## src/rtl/dcim_pkg.sv

```systemverilog
// ----------------------------------------------------------------------------
// dcim_pkg
// Shared types and constants for the drive command input mapper: field
// widths, key and mode bit positions, register indexes and lane command.
// ----------------------------------------------------------------------------
package dcim_pkg;

   // field widths
   localparam int OUT_W      = 19;
   localparam int MAG_W      = 18;
   localparam int MAX_W      = 16;
   localparam int SCALE_W    = 10;
   localparam int DB_W       = 10;
   localparam int AXMAX_W    = 11;
   localparam int MODE_W     = 6;
   localparam int SRC_W      = 2;
   localparam int SWITCH_W   = 2;
   localparam int CSR_IDX_W  = 3;
   localparam int CSR_DATA_W = 16;

   // fixed point
   localparam int Q_ONE    = 32768;
   localparam int Q_FRAC   = 15;
   localparam int KEY_FRAC = 8;

   // key bitmap positions
   localparam int KEY_W_BIT     = 0;
   localparam int KEY_S_BIT     = 1;
   localparam int KEY_A_BIT     = 2;
   localparam int KEY_D_BIT     = 3;
   localparam int KEY_SHIFT_BIT = 4;
   localparam int KEY_CTRL_BIT  = 5;
   localparam int KEY_Q_BIT     = 6;
   localparam int KEY_E_BIT     = 7;
   localparam int KEY_F_BIT     = 9;

   // mode flag positions
   localparam int MODE_KBD_EN    = 0;
   localparam int MODE_STICK_EN  = 1;
   localparam int MODE_STICK_YAW = 2;
   localparam int MODE_NEG_FWD   = 3;
   localparam int MODE_NEG_SIDE  = 4;
   localparam int MODE_NEG_TURN  = 5;

   // command source codes
   localparam logic [SRC_W-1:0] SRC_NONE  = 2'd0;
   localparam logic [SRC_W-1:0] SRC_STICK = 2'd1;
   localparam logic [SRC_W-1:0] SRC_KEY   = 2'd2;

   // switch position meaning up
   localparam logic [SWITCH_W-1:0] SWITCH_UP = 2'd0;

   // register indexes
   localparam logic [CSR_IDX_W-1:0] CSR_DEADBAND   = 3'd0;
   localparam logic [CSR_IDX_W-1:0] CSR_AXIS_MAX   = 3'd1;
   localparam logic [CSR_IDX_W-1:0] CSR_MAX_FWD    = 3'd2;
   localparam logic [CSR_IDX_W-1:0] CSR_MAX_SIDE   = 3'd3;
   localparam logic [CSR_IDX_W-1:0] CSR_MAX_TURN   = 3'd4;
   localparam logic [CSR_IDX_W-1:0] CSR_BOOST      = 3'd5;
   localparam logic [CSR_IDX_W-1:0] CSR_SLOW       = 3'd6;
   localparam logic [CSR_IDX_W-1:0] CSR_MODE_FLAGS = 3'd7;

   // register reset values
   localparam logic [DB_W-1:0]    DEADBAND_RST = 10'd10;
   localparam logic [AXMAX_W-1:0] AXMAX_RST    = 11'd660;
   localparam logic [SCALE_W-1:0] SCALE_ONE    = 10'd256;
   localparam logic [MODE_W-1:0]  MODE_RST     = 6'd3;

   // what one lane does with the current frame
   typedef enum logic [1:0] {
      LANE_OFF,
      LANE_KEY,
      LANE_STICK
   } dcim_lane_mode_type;

   typedef struct packed {
      dcim_lane_mode_type         mode;
      logic                       invert;
      logic [SCALE_W-1:0]         scale;
      logic [MAX_W-1:0]           max_val;
   } dcim_lane_cmd_type;

   typedef struct packed {
      logic [DB_W-1:0]            deadband;
      logic [AXMAX_W-1:0]         axis_max;
   } dcim_stick_cfg_type;

endpackage

```

## src/rtl/dcim_lane.sv

```systemverilog
// ----------------------------------------------------------------------------
// dcim_lane
// One axis of the mapper. Stick mode: deadband removal, bit-serial restoring
// division into Q1.15, saturation and scaling. Keyboard mode: speed scaling.
// ----------------------------------------------------------------------------
module dcim_lane #(
   parameter int STICK_BITS = 11
) (
   input  logic                               clock,
   input  logic                               reset,
   input  logic                               start,
   input  logic                               take,
   input  dcim_pkg::dcim_lane_cmd_type        cmd,
   input  dcim_pkg::dcim_stick_cfg_type       stick_cfg,
   input  logic signed [STICK_BITS-1:0]       stick_value,
   output logic                               done,
   output logic signed [dcim_pkg::OUT_W-1:0]  result
);
   import dcim_pkg::*;

   localparam int MW    = (STICK_BITS > DB_W) ? STICK_BITS : DB_W;
   localparam int QW    = MW + Q_FRAC;
   localparam int CNT_W = $clog2(QW);
   localparam int OPA_W = Q_FRAC + 2;
   localparam int PW    = OPA_W + MAX_W;

   typedef enum logic [4:0] {
      L_IDLE = 5'b00001,
      L_DIV  = 5'b00010,
      L_MUL  = 5'b00100,
      L_NORM = 5'b01000,
      L_DONE = 5'b10000
   } dcim_lane_state_type;

   dcim_lane_state_type state_ff, state_in;

   logic [QW-1:0]          num_ff, num_in;
   logic [AXMAX_W-1:0]     rem_ff, rem_in;
   logic [AXMAX_W-1:0]     den_ff, den_in;
   logic [CNT_W-1:0]       cnt_ff, cnt_in;
   logic [MAX_W-1:0]       max_ff, max_in;
   logic                   invert_ff, invert_in;
   logic                   shift8_ff, shift8_in;
   logic [PW-1:0]          prod_ff, prod_in;
   logic [OUT_W-1:0]       res_ff, res_in;

   logic [STICK_BITS-1:0]  raw;
   logic [STICK_BITS-1:0]  a_abs;
   logic [MW-1:0]          a_ext;
   logic [MW-1:0]          d_ext;
   logic [MW-1:0]          diff;
   logic                   a_lt_d;
   logic [AXMAX_W:0]       den_full;
   logic                   den_pos;
   logic [AXMAX_W:0]       trial;
   logic                   trial_ge;
   logic [OPA_W-1:0]       a_sel;
   logic [MAG_W-1:0]       mag;
   logic [OUT_W-1:0]       mag_ext;

   // stick magnitude against the deadband
   always_comb begin
      raw      = stick_value;
      a_abs    = raw[STICK_BITS-1] ? STICK_BITS'(~raw + 1'b1) : raw;
      a_ext    = MW'(a_abs);
      d_ext    = MW'(stick_cfg.deadband);
      a_lt_d   = a_ext < d_ext;
      diff     = a_ext - d_ext;
      den_full = {1'b0, stick_cfg.axis_max} - (AXMAX_W+1)'(stick_cfg.deadband);
      den_pos  = !den_full[AXMAX_W] && (den_full != '0);
   end

   // one quotient bit per cycle
   always_comb begin
      trial    = {rem_ff, num_ff[QW-1]};
      trial_ge = trial >= {1'b0, den_ff};
   end

   // multiplier operand, quotient saturated to one
   always_comb begin
      a_sel = (num_ff > QW'(Q_ONE)) ? OPA_W'(Q_ONE) : num_ff[OPA_W-1:0];
   end

   // drop the fraction and widen to the result width
   always_comb begin
      mag     = shift8_ff ? prod_ff[KEY_FRAC +: MAG_W] : prod_ff[Q_FRAC +: MAG_W];
      mag_ext = {1'b0, mag};
   end

   // sequencer and datapath next values
   always_comb begin
      state_in  = state_ff;
      num_in    = num_ff;
      rem_in    = rem_ff;
      den_in    = den_ff;
      cnt_in    = cnt_ff;
      max_in    = max_ff;
      invert_in = invert_ff;
      shift8_in = shift8_ff;
      prod_in   = prod_ff;
      res_in    = res_ff;
      unique case (state_ff)
         L_IDLE: begin
            if (start) begin
               max_in    = cmd.max_val;
               invert_in = cmd.invert ^ ((cmd.mode == LANE_STICK) && raw[STICK_BITS-1]);
               shift8_in = cmd.mode == LANE_KEY;
               case (cmd.mode)
                  LANE_KEY: begin
                     num_in   = QW'(cmd.scale);
                     state_in = L_MUL;
                  end
                  LANE_STICK: begin
                     if (a_lt_d) begin
                        res_in   = '0;
                        state_in = L_DONE;
                     end else if (!den_pos) begin
                        if (diff != '0) begin
                           num_in   = QW'(Q_ONE);
                           state_in = L_MUL;
                        end else begin
                           res_in   = '0;
                           state_in = L_DONE;
                        end
                     end else begin
                        num_in   = {diff, {Q_FRAC{1'b0}}};
                        rem_in   = '0;
                        den_in   = den_full[AXMAX_W-1:0];
                        cnt_in   = CNT_W'(QW - 1);
                        state_in = L_DIV;
                     end
                  end
                  default: begin
                     res_in   = '0;
                     state_in = L_DONE;
                  end
               endcase
            end
         end
         L_DIV: begin
            rem_in = trial_ge ? AXMAX_W'(trial - {1'b0, den_ff}) : trial[AXMAX_W-1:0];
            num_in = {num_ff[QW-2:0], trial_ge};
            cnt_in = cnt_ff - 1'b1;
            if (cnt_ff == '0) begin
               state_in = L_MUL;
            end
         end
         L_MUL: begin
            prod_in  = PW'(a_sel) * PW'(max_ff);
            state_in = L_NORM;
         end
         L_NORM: begin
            res_in   = invert_ff ? OUT_W'(~mag_ext + 1'b1) : mag_ext;
            state_in = L_DONE;
         end
         L_DONE: begin
            if (take) begin
               state_in = L_IDLE;
            end
         end
         default: begin
            state_in = L_IDLE;
         end
      endcase
   end

   // control state
   always_ff @(posedge clock) begin
      if (reset) begin
         state_ff <= L_IDLE;
      end else begin
         state_ff <= state_in;
      end
   end

   // datapath registers
   always_ff @(posedge clock) begin
      num_ff    <= num_in;
      rem_ff    <= rem_in;
      den_ff    <= den_in;
      cnt_ff    <= cnt_in;
      max_ff    <= max_in;
      invert_ff <= invert_in;
      shift8_ff <= shift8_in;
      prod_ff   <= prod_in;
      res_ff    <= res_in;
   end

   assign done   = state_ff == L_DONE;
   assign result = res_ff;

   // a new frame only lands on an idle lane
   assert property (@(posedge clock) disable iff (reset)
      start |-> state_ff == L_IDLE)
      else $error("lane started while busy");

   // the last division step hands over to the multiplier
   assert property (@(posedge clock) disable iff (reset)
      (state_ff == L_DIV) && (cnt_ff == '0) |=> state_ff == L_MUL)
      else $error("division did not end on count zero");

   // a finished result holds until it is taken
   assert property (@(posedge clock) disable iff (reset)
      (state_ff == L_DONE) && !take |=> (state_ff == L_DONE) && $stable(res_ff))
      else $error("lane result lost before take");

   // a positive magnitude never comes out negative
   assert property (@(posedge clock) disable iff (reset)
      (state_ff == L_NORM) && !invert_ff |=> !res_ff[OUT_W-1])
      else $error("lane result sign wrong");

endmodule

```

## src/rtl/drive_command_input_mapper.sv

```systemverilog
// A stick frame passes through the divider, multiplier and normalize steps of each lane
// before its rsp beat; frames without a stick division skip the divider.
// A new frame is taken only once the lanes have merged into the rsp register.
// A finished beat waits in the rsp register while the next frame is already taken.
// Reset (synchronous, active high) restores the register defaults, clears the
// keyboard toggle and the last F state, and empties the lanes and the rsp register.
// ----------------------------------------------------------------------------
// drive_command_input_mapper
// Maps remote-control frames to forward, sideways and turn commands from
// either the keyboard or the sticks, with three axis lanes and a merge stage.
// ----------------------------------------------------------------------------
module drive_command_input_mapper #(
   parameter int STICK_BITS = 11,
   parameter int KEY_BITS   = 16
) (
   input  logic                                   clock,
   input  logic                                   reset,
   // configuration
   input  logic                                   csr_we,
   input  logic [dcim_pkg::CSR_IDX_W-1:0]         csr_index,
   input  logic [dcim_pkg::CSR_DATA_W-1:0]        csr_wdata,
   // frame input
   input  logic                                   req_valid,
   output logic                                   req_stall,
   input  logic                                   req_link_online,
   input  logic signed [STICK_BITS-1:0]           req_stick_turn,
   input  logic signed [STICK_BITS-1:0]           req_stick_side,
   input  logic signed [STICK_BITS-1:0]           req_stick_fwd,
   input  logic [dcim_pkg::SWITCH_W-1:0]          req_switch_pos,
   input  logic [KEY_BITS-1:0]                    req_key_bits,
   // command output
   output logic                                   rsp_valid,
   input  logic                                   rsp_stall,
   output logic signed [dcim_pkg::OUT_W-1:0]      rsp_fwd_cmd,
   output logic signed [dcim_pkg::OUT_W-1:0]      rsp_side_cmd,
   output logic signed [dcim_pkg::OUT_W-1:0]      rsp_turn_cmd,
   output logic                                   rsp_cmd_valid,
   output logic [dcim_pkg::SRC_W-1:0]             rsp_cmd_source,
   output logic                                   rsp_keyboard_mode
);
   import dcim_pkg::*;

   localparam int LANE_FWD  = 0;
   localparam int LANE_SIDE = 1;
   localparam int LANE_TURN = 2;
   localparam int LANES     = 3;

   // configuration registers
   logic [DB_W-1:0]     deadband_ff;
   logic [AXMAX_W-1:0]  axis_max_ff;
   logic [MAX_W-1:0]    max_fwd_ff;
   logic [MAX_W-1:0]    max_side_ff;
   logic [MAX_W-1:0]    max_turn_ff;
   logic [SCALE_W-1:0]  boost_ff;
   logic [SCALE_W-1:0]  slow_ff;
   logic [MODE_W-1:0]   mode_ff;

   // frame state and control
   logic                kact_ff, kact_in;
   logic                pf_ff, pf_in;
   logic                busy_ff, busy_in;
   logic                rsp_valid_ff, rsp_valid_in;

   // sideband of the frame in the lanes
   logic                cmd_valid_ff, cmd_valid_in;
   logic [SRC_W-1:0]    src_ff, src_in;
   logic                kmode_ff, kmode_in;

   // rsp register
   logic [OUT_W-1:0]    rsp_fwd_ff, rsp_fwd_in;
   logic [OUT_W-1:0]    rsp_side_ff, rsp_side_in;
   logic [OUT_W-1:0]    rsp_turn_ff, rsp_turn_in;
   logic                rsp_cv_ff, rsp_cv_in;
   logic [SRC_W-1:0]    rsp_src_ff, rsp_src_in;
   logic                rsp_km_ff, rsp_km_in;

   logic                accept;
   logic                merge_fire;
   logic                up;
   logic                f_now;
   logic                use_kbd;
   logic                use_stick;
   logic [SCALE_W-1:0]  key_scale;
   logic [2:0]          key_pos;
   logic [2:0]          key_neg;
   logic [2:0]          key_flip;
   logic [MAX_W-1:0]    lane_max [LANES];

   dcim_lane_cmd_type           lane_cmd  [LANES];
   logic signed [STICK_BITS-1:0] lane_stick [LANES];
   logic                        lane_done [LANES];
   logic signed [OUT_W-1:0]     lane_res  [LANES];
   dcim_stick_cfg_type          stick_cfg;

   assign accept     = req_valid && !req_stall;
   assign req_stall  = busy_ff;
   assign merge_fire = busy_ff && lane_done[LANE_FWD] && lane_done[LANE_SIDE]
                       && lane_done[LANE_TURN] && (!rsp_valid_ff || !rsp_stall);

   // configuration writes
   always_ff @(posedge clock) begin
      if (reset) begin
         deadband_ff <= DEADBAND_RST;
         axis_max_ff <= AXMAX_RST;
         max_fwd_ff  <= '0;
         max_side_ff <= '0;
         max_turn_ff <= '0;
         boost_ff    <= SCALE_ONE;
         slow_ff     <= SCALE_ONE;
         mode_ff     <= MODE_RST;
      end else if (csr_we) begin
         unique case (csr_index)
            CSR_DEADBAND:   deadband_ff <= csr_wdata[DB_W-1:0];
            CSR_AXIS_MAX:   axis_max_ff <= csr_wdata[AXMAX_W-1:0];
            CSR_MAX_FWD:    max_fwd_ff  <= csr_wdata[MAX_W-1:0];
            CSR_MAX_SIDE:   max_side_ff <= csr_wdata[MAX_W-1:0];
            CSR_MAX_TURN:   max_turn_ff <= csr_wdata[MAX_W-1:0];
            CSR_BOOST:      boost_ff    <= csr_wdata[SCALE_W-1:0];
            CSR_SLOW:       slow_ff     <= csr_wdata[SCALE_W-1:0];
            CSR_MODE_FLAGS: mode_ff     <= csr_wdata[MODE_W-1:0];
            default: ;
         endcase
      end
   end

   // keyboard toggle and source choice for the incoming frame
   always_comb begin
      up    = req_switch_pos == SWITCH_UP;
      f_now = req_key_bits[KEY_F_BIT];
      if (!req_link_online) begin
         kact_in = 1'b0;
         pf_in   = 1'b0;
      end else begin
         kact_in = kact_ff ^ (f_now && !pf_ff && up);
         pf_in   = f_now;
      end
      if (!accept) begin
         kact_in = kact_ff;
         pf_in   = pf_ff;
      end
      use_kbd   = req_link_online && mode_ff[MODE_KBD_EN] && kact_in && up;
      use_stick = req_link_online && !use_kbd && mode_ff[MODE_STICK_EN] && up;
   end

   // speed factor from the modifier keys
   always_comb begin
      if (req_key_bits[KEY_SHIFT_BIT]) begin
         key_scale = boost_ff;
      end else if (req_key_bits[KEY_CTRL_BIT]) begin
         key_scale = slow_ff;
      end else begin
         key_scale = SCALE_ONE;
      end
   end

   // per-lane commands
   always_comb begin
      key_pos  = {req_key_bits[KEY_Q_BIT], req_key_bits[KEY_A_BIT], req_key_bits[KEY_W_BIT]};
      key_neg  = {req_key_bits[KEY_E_BIT], req_key_bits[KEY_D_BIT], req_key_bits[KEY_S_BIT]};
      key_flip = {mode_ff[MODE_NEG_TURN], mode_ff[MODE_NEG_SIDE], mode_ff[MODE_NEG_FWD]};
      lane_max[LANE_FWD]    = max_fwd_ff;
      lane_max[LANE_SIDE]   = max_side_ff;
      lane_max[LANE_TURN]   = max_turn_ff;
      lane_stick[LANE_FWD]  = req_stick_fwd;
      lane_stick[LANE_SIDE] = req_stick_side;
      lane_stick[LANE_TURN] = req_stick_turn;
      for (int i = 0; i < LANES; i++) begin
         lane_cmd[i].max_val = lane_max[i];
         lane_cmd[i].scale   = key_scale;
         if (use_kbd) begin
            lane_cmd[i].mode   = (key_pos[i] ^ key_neg[i]) ? LANE_KEY : LANE_OFF;
            lane_cmd[i].invert = (key_neg[i] && !key_pos[i]) ^ key_flip[i];
         end else if (use_stick) begin
            lane_cmd[i].mode   = LANE_STICK;
            lane_cmd[i].invert = i == LANE_FWD;
         end else begin
            lane_cmd[i].mode   = LANE_OFF;
            lane_cmd[i].invert = 1'b0;
         end
      end
      if (use_stick && !mode_ff[MODE_STICK_YAW]) begin
         lane_cmd[LANE_TURN].mode = LANE_OFF;
      end
   end

   assign stick_cfg.deadband = deadband_ff;
   assign stick_cfg.axis_max = axis_max_ff;

   // axis lanes
   for (genvar g = 0; g < LANES; g++) begin : g_lane
      dcim_lane #(
         .STICK_BITS (STICK_BITS)
      ) u_lane (
         .clock       (clock),
         .reset       (reset),
         .start       (accept),
         .take        (merge_fire),
         .cmd         (lane_cmd[g]),
         .stick_cfg   (stick_cfg),
         .stick_value (lane_stick[g]),
         .done        (lane_done[g]),
         .result      (lane_res[g])
      );
   end

   // frame tracking and merge into the rsp register
   always_comb begin
      busy_in      = busy_ff;
      rsp_valid_in = rsp_valid_ff;
      cmd_valid_in = cmd_valid_ff;
      src_in       = src_ff;
      kmode_in     = kmode_ff;
      rsp_fwd_in   = rsp_fwd_ff;
      rsp_side_in  = rsp_side_ff;
      rsp_turn_in  = rsp_turn_ff;
      rsp_cv_in    = rsp_cv_ff;
      rsp_src_in   = rsp_src_ff;
      rsp_km_in    = rsp_km_ff;
      if (rsp_valid_ff && !rsp_stall) begin
         rsp_valid_in = 1'b0;
      end
      if (accept) begin
         busy_in      = 1'b1;
         cmd_valid_in = use_kbd || use_stick;
         src_in       = use_kbd ? SRC_KEY : (use_stick ? SRC_STICK : SRC_NONE);
         kmode_in     = use_kbd;
      end
      if (merge_fire) begin
         busy_in      = 1'b0;
         rsp_valid_in = 1'b1;
         rsp_fwd_in   = lane_res[LANE_FWD];
         rsp_side_in  = lane_res[LANE_SIDE];
         rsp_turn_in  = lane_res[LANE_TURN];
         rsp_cv_in    = cmd_valid_ff;
         rsp_src_in   = src_ff;
         rsp_km_in    = kmode_ff;
      end
   end

   // control state
   always_ff @(posedge clock) begin
      if (reset) begin
         kact_ff      <= 1'b0;
         pf_ff        <= 1'b0;
         busy_ff      <= 1'b0;
         rsp_valid_ff <= 1'b0;
      end else begin
         kact_ff      <= kact_in;
         pf_ff        <= pf_in;
         busy_ff      <= busy_in;
         rsp_valid_ff <= rsp_valid_in;
      end
   end

   // payload registers
   always_ff @(posedge clock) begin
      cmd_valid_ff <= cmd_valid_in;
      src_ff       <= src_in;
      kmode_ff     <= kmode_in;
      rsp_fwd_ff   <= rsp_fwd_in;
      rsp_side_ff  <= rsp_side_in;
      rsp_turn_ff  <= rsp_turn_in;
      rsp_cv_ff    <= rsp_cv_in;
      rsp_src_ff   <= rsp_src_in;
      rsp_km_ff    <= rsp_km_in;
   end

   assign rsp_valid         = rsp_valid_ff;
   assign rsp_fwd_cmd       = rsp_fwd_ff;
   assign rsp_side_cmd      = rsp_side_ff;
   assign rsp_turn_cmd      = rsp_turn_ff;
   assign rsp_cmd_valid     = rsp_cv_ff;
   assign rsp_cmd_source    = rsp_src_ff;
   assign rsp_keyboard_mode = rsp_km_ff;

   // an offline frame clears the toggle state
   assert property (@(posedge clock) disable iff (reset)
      accept && !req_link_online |=> !kact_ff && !pf_ff)
      else $error("toggle state kept over an offline frame");

   // no source means a zero command
   assert property (@(posedge clock) disable iff (reset)
      rsp_valid_ff && !rsp_cv_ff |->
         (rsp_fwd_ff == '0) && (rsp_side_ff == '0) && (rsp_turn_ff == '0)
         && (rsp_src_ff == SRC_NONE))
      else $error("motion without a command source");

   // keyboard mode flag agrees with the source code
   assert property (@(posedge clock) disable iff (reset)
      rsp_valid_ff |-> (rsp_km_ff == (rsp_src_ff == SRC_KEY)))
      else $error("keyboard mode and source disagree");

   // a merge only happens with a frame in flight and leaves a beat behind
   assert property (@(posedge clock) disable iff (reset)
      merge_fire |=> rsp_valid_ff && !busy_ff)
      else $error("merged beat not presented");

endmodule

```

## config.mk

```make
export PLATFORM = sky130hd
export DESIGN_NAME = drive_command_input_mapper
export DESIGN_NICKNAME = d
export VERILOG_FILES = /design/src/rtl/dcim_pkg.sv /design/src/rtl/dcim_lane.sv /design/src/rtl/drive_command_input_mapper.sv
export SDC_FILE = /design/constraint.sdc
export NUM_CORES = 2
export LEC_CHECK = 0
export BUFFER_PORTS_ARGS = -buffer_cell sky130_fd_sc_hd__buf_2
export CAP_MARGIN = 10
export CORE_UTILIZATION = 51
export DETAILED_ROUTE_END_ITERATION = 8
export MAX_ROUTING_LAYER = met4
export PLACE_DENSITY_LB_ADDON = 0.3
export SYNTH_ARGS = -nofsm -noshare
export SYNTH_HDL_FRONTEND = slang
export SYNTH_HIERARCHICAL = 1
export SYNTH_SLANG_ARGS = --single-unit
```

## constraint.sdc

```tcl
create_clock -name clock -period 7.1 [get_ports clock]
set_clock_uncertainty 0.15 [all_clocks]
set_input_delay 1.775 -clock clock [delete_from_list [all_inputs] [get_ports clock]]
set_output_delay 1.775 -clock clock [all_outputs]
set_load 0.01 [all_outputs]
```

Yosys cells after proc, flatten, opt, wreduce, memory -nomap -nowiden
Index checks and enable logic that the tools add are counted.
- add/subtract/negate cells: 16
- multiply operators: 3
- magnitude comparators: 9
- eq/ne operators: 64
- multiplexer cells: 116
- bitwise logic cells: 19
- reductions and logical operators: 77
- operators with widths (cell ; number):
    $mux 26 ; 12
    $pmux 26 s2 ; 6
    $mux 19 ; 15
    $pmux 19 s2 ; 6
    $mux 11 ; 16
    $mux 5 ; 26
    $mul 17x16->33 ; 3
    $gt 26x16->1 const B ; 3
    $pmux 5 s5 ; 3
    $pmux 11 s2 ; 3
    $pmux 5 s2 ; 6
    $reduce_and 5->1 ; 12
    $add 19x1->19 const B ; 3
    $not 18->19 ; 3
    $mux 18 ; 3
    $mux 17 ; 3
    $ge 12x11->1 ; 3
    $add 11x1->11 const B ; 3
    $lt 11x10->1 ; 3
    $not 11->11 ; 3
    $reduce_bool 11->1 ; 3
    $sub 11x10->11 ; 3
    $sub 11x11->11 ; 3
    $ne 4x3->1 const B ; 7
    other kinds (34) ; 153
- flip-flop bits (word level): 548

Longest topological paths before layout
- depth in word-level cells: 19
- depth in mapped cells: 29
- depth with buffers taken out: 26

Hierarchy
Netlist, hierarchy kept.
- modules (own cells, without submodules) (module ; times used ; cells each ; area an instance (sq um) ; seq. area each (sq um)):
    dcim_lane at g_lane[0].u_lane ; 1 ; 1677 ; 15812.7 ; 3553.4
    dcim_lane at g_lane[2].u_lane ; 1 ; 1629 ; 15633.7 ; 3553.4
    dcim_lane at g_lane[1].u_lane ; 1 ; 1637 ; 15554.9 ; 3553.4
    drive_command_input_mapper ; 1 ; 579 ; 5869.4 ; 3933.8

Least setup slack after synthesis
No wires, ideal clock.
- kind: reg2reg
- start: register g_lane[2].u_lane.num_ff[18]
- end: register g_lane[2].u_lane.prod_ff[31], data pin
- arrival time: 7274 ps
- data required time: 6690 ps
- setup slack: -584 ps
- cell stages (with the launch flop): 26
- buffers on the path: 3
- period minus slack after synthesis: 7684 ps
- cells stage by stage: edfxtp_1 -> or4_4 -> nor4_4 -> clkbuf_1 -> and3_1 -> clkbuf_1 -> clkbuf_1 -> nand2_1 -> fa_1 -> fa_1 -> fa_1 -> inv_1 -> fa_1 -> fa_1 -> inv_1 -> fa_1 -> inv_1 -> ha_1 -> nand2_1 -> o21ai_0 -> o21ai_0 -> a21o_1 -> a211o_1 -> a211o_1 -> o21bai_2 -> xor2_1
- cells in the longest elaborated chain, start to end: 3
- RTL lines (element ; RTL line ; RTL):
    start: declaration ; dcim_lane.sv:37 ; logic [QW-1:0] num_ff, num_in;
    start signal: assignment ; dcim_lane.sv:178 ; num_ff <= num_in;
    $gt 26x16->1 ; dcim_lane.sv:81 ; a_sel = (num_ff > QW'(Q_ONE)) ? OPA_W'(Q_ONE) : num_ff[OPA_W-1:0];
    $mux 17 ; dcim_lane.sv:81 ;
    $mul 17x16->33 ; dcim_lane.sv:149 ; prod_in = PW'(a_sel) * PW'(max_ff);
    end signal: assignment ; dcim_lane.sv:185 ; prod_ff <= prod_in;
    end: declaration ; dcim_lane.sv:44 ; logic [PW-1:0] prod_ff, prod_in;
Every way passes these cells.
A chain may end at the register's enable or synchronous reset.

Final worst setup path
- start: register g_lane[2].u_lane.num_ff[20]
- end: register g_lane[2].u_lane.prod_ff[31], data pin
Same word-level chain as after synthesis.

==> summary.md <==
| Metric | Value |
|---|---|
| Yosys top cell area share | `0.239` |
| Initial Util | `0.517` |
| Number of global-route vias before repair | `40734` |
| Area Growth Syn to Fin | `16.6%` |
| Root cell of the clock tree | `clkbuf_16` |
| Leakage | `27.9 nW` |
| WP data arrival | `7.59 ns` |
| Clk_lat worst skew | `0.66 ns` |
| Core area | `102000 um2` |
| Slowest stage delay, CP | `0.58 ns` |
| Achievable Freq | `136 MHz` |
| Grt ovf | `0` |
| Routed via count | `40926` |
| Post-synthesis register bit count | `524` |
| Synth area leaders | `fa_1 24%, edfxtp_1 23%, ha_1 9.9%` |
| Layout cells sized above 1 | `0.166` |
| CP Data Required Time | `7.36 ns` |
| Fin crit share | `1.03` |
| GRT Overall Usage | `0.271` |
| Synth Area in Compound Gates | `0.0812` |
| Vias per cell | `5.53` |
| Final RePlAce weighted congestion | `0.943` |
| Initial DRC Count | `3366` |
| Max Slew Vio Count | `0` |
| Largest net degree at the start of global routing | `93` |
| Clk buf depth | `3` |
| Num CTS Buffers | `59` |
| Antenna violations before repair | `23` |
| Dpl hpwl | `107000 um` |
| Routed wire length | `138000 um` |
| Slew @ Worst Pin | `1.26 ns` |
| Die area | `105000 um2` |
| Synth area leader | `fa_1` |
| Die width | `324 um` |
| Critical path's top delay family | `adder cells` |
| Largest family of logic cells by synthesized area | `adder cells` |
| WL per Instance | `18.7 um` |
| Clk sinks | `524` |
| CTS tree | `done` |
| Syn Area/Cell | `9.57 um2` |
| Ys flop type | `edfxtp_1` |
| CP bufs+invs | `6` |
| Residual DRC count | `0` |
| Failing checks | `setup timing` |
| Hold crit path type | `flop to flop` |
| Worst path slowest cell | `or4_4` |
| H-Tree Depth | `2` |
| RSZ-0062 raised after global routing | `yes` |
| Worst-path clk slew | `0.06 ns` |
| Routed met3 length | `11200 um` |
| Max-slew headroom | `0.154` |
| Worst Path Max Fanout | `5` |
| Crit Path Class | `flop to flop` |
| # rows | `117` |
| First-pass GRT wire length | `217000 um` |
| Final hold violations | `0` |
| Simple logic cell fraction of the synthesized area | `0.177` |
| Sequential element share of the synthesized area | `0.276` |
| Final min period | `7.34 ns` |
| First-pass iteration count of the detailed router | `5` |
| Max_cap viols | `0` |
| Hold slack | `0.264 ns` |
| Post-layout nets | `7082` |
| Final Worst Setup Slack | `-0.235 ns` |
| Post-synthesis xor/xnor area fraction | `0.0346` |
| Cells after Synth | `5522` |
| Async set or reset register ratio after synthesis | `0` |
| IO Count | `139` |
| Most frequent CP cell | `fa_1` |
| Maximum vdd ir drop | `0.206 mV` |
| Crit start category | `flop` |
| Most frequent cells in the layout | `842 x inv_1, 788 x nand2_1, 599 x fa_1` |
| # setup viols final | `23` |
| Most common cell after layout, fill and taps aside | `inv_1` |
| DR WL met2 | `63800 um` |
| Mapped Area | `52900 um2` |
| Post-Synth Adder-Cell Area | `0.337` |
| Antenna viol nets, final | `0` |
| Port bufs | `131` |
| Metal1 wirelength | `59500 um` |
| Top routing layer used | `met4` |
| Distinct cells, synth | `107` |
| Endpoint type of the worst setup path | `flop` |
| Final Util | `0.603` |
| Post-synthesis mux area share | `0.0142` |
| Run status | `finished with violations` |
| Crit-path cells | `or4_4 > nor4_4 > buf_4 > buf_6 > buf_6 > and3_4 > buf_12 > and2_4 > fa_1 > inv_2 > fa_1 > fa_1 > fa_1 > inv_2 > fa_1 > fa_1 > ha_4 > nand4_1 > o221a_2 > nor4bb_4 > a211o_1 > a211o_4 > o21bai_4 > xor2_1` |
| Die height | `324 um` |
| PD cells | `135 nW/um2` |
| Hold_buf cts | `0` |
| Post-synth EDFFs | `410` |
| Yosys warnings | `6` |
==> cell families after synthesis <==
family	count (synthesis)
mux	74
simple gates	1899
flops	524
compound gates	664
other cells	6
buf+inv	1099
xor+xnor	209
fa+ha+maj	1047
==> path summary, 6_finish.rpt <==
check | end | startpoint | cells after the start | slack (ns)
worst min register to register | rsp_side_cmd[2] | g_lane[1].u_lane/result[2] | 0 | 0.26
worst max-delay path | g_lane[2].u_lane/prod_ff[31] | g_lane[2].u_lane/num_ff[20] | 24 | -0.24
worst max register to register | g_lane[2].u_lane/prod_ff[31] | g_lane[2].u_lane/num_ff[20] | 24 | -0.24
worst min-delay path | rsp_side_cmd[2] | g_lane[1].u_lane/result[2] | 0 | 0.26
==> metrics by stage <==
| step | total power [mW] | setup TNS, ns | cells | setup WS (ns) | instance area (um2) |
|---|---|---|---|---|---|
| floorplan | 4.66 | -0.165 | 5564 | -0.0673 | 53400 |
| global placement | 5.12 | -6.09 | 7185 | -0.318 | 57500 |
| detailed placement | 5.16 | -9.45 | 7185 | -0.464 | 57500 |
| CTS | 8.30 | -0.595 | 7333 | -0.167 | 60500 |
| global route | 8.70 | -9.15 | 7396 | -0.483 | 61700 |
| finish | 8.34 | -2.28 | 7398 | -0.235 | 61700 |
==> routing by layer <==
metal	track usage	vias up
li1	-	18931
met1	0.365	20273
met2	0.423	1464
met3	0.0458	258
met4	0.0771	0
met5	-	-
==> synth_stat cells (7+ instances only) <==
| cell type | count |
|---|---|
| buf_1 | 9 |
| a21boi_0 | 10 |
| nor4_1 | 26 |
| edfxtp_1 | 410 |
| o21a_1 | 25 |
| nor2_1 | 227 |
| a21oi_1 | 227 |
| dfxtp_1 | 114 |
| a21o_1 | 48 |
| o31ai_1 | 24 |
| a211oi_1 | 17 |
| nand3_1 | 58 |
| a31o_2 | 7 |
| o21bai_1 | 14 |
| o41ai_1 | 7 |
| mux2i_1 | 68 |
| nor3b_1 | 17 |
| xor2_1 | 67 |
| and3_1 | 164 |
| and2_1 | 265 |
| a211o_1 | 11 |
| o2111ai_1 | 8 |
| inv_1 | 871 |
| o31a_1 | 11 |
| or2_2 | 10 |
| buf_2 | 18 |
| ha_1 | 417 |
| or4_1 | 12 |
| nand3b_1 | 51 |
| nand2b_1 | 32 |
| a31oi_1 | 20 |
| nand2_1 | 819 |
| nor3_1 | 83 |
| a22o_1 | 22 |
| nand4_1 | 33 |
| or3_1 | 24 |
| o21ai_0 | 128 |
| xnor2_1 | 142 |
| o211ai_1 | 10 |
| clkbuf_1 | 194 |
| fa_1 | 630 |
| a311oi_1 | 7 |
| nor2b_1 | 35 |
==> layout make-up <==
type                            instances  area, um2
Multi-Input combinational cell       3942      35700
Tap cell                             1368       1710
Sequential cell                       524      14600
Clock inverter                         36        364
Clock buffer                           75       1580
Fill cell                            8435      40700
Antenna cell                           21       52.6
Timing Repair Buffer                  560       4350
Inverter                              872       3280
==> registers in the layout, indices dropped and copies added, names as in the netlist, 2 cells and up <==
| signal | count |
|---|---|
| g_lane.u_lane/rem_ff | 33 |
| g_lane.u_lane/state_ff | 15 |
| g_lane.u_lane/den_ff | 33 |
| max_fwd_ff | 16 |
| g_lane.u_lane/shift8_ff | 3 |
| g_lane.u_lane/cnt_ff | 15 |
| g_lane.u_lane/max_ff | 48 |
| axis_max_ff | 11 |
| rsp_fwd_cmd | 19 |
| max_side_ff | 16 |
| rsp_cmd_source | 2 |
| rsp_turn_cmd | 19 |
| g_lane.u_lane/result | 57 |
| boost_ff | 10 |
| g_lane.u_lane/num_ff | 78 |
| deadband_ff | 10 |
| slow_ff | 10 |
| max_turn_ff | 16 |
| g_lane.u_lane/invert_ff | 3 |
| rsp_side_cmd | 19 |
| g_lane.u_lane/prod_ff | 75 |
| mode_ff | 6 |
| src_ff | 2 |
==> repair_timing <==
item | in CTS | in global routing
setup endpoints to repair | 46 | 55
buffers inserted | 35 | 53
pin swaps | 104 | 183
gates resized for setup | 173 | 194
cloned | 2 | 2
==> power by group <==
group | internal (mW) | switching [mW] | leakage [nW]
Sequential | 3.41 | 0.146 | 4.70
Clock | 1.77 | 1.34 | 0.948
Combinational | 0.718 | 0.957 | 22.3
Total | 5.90 | 2.44 | 27.9
Note: power is estimated with default switching activity, not from simulation.
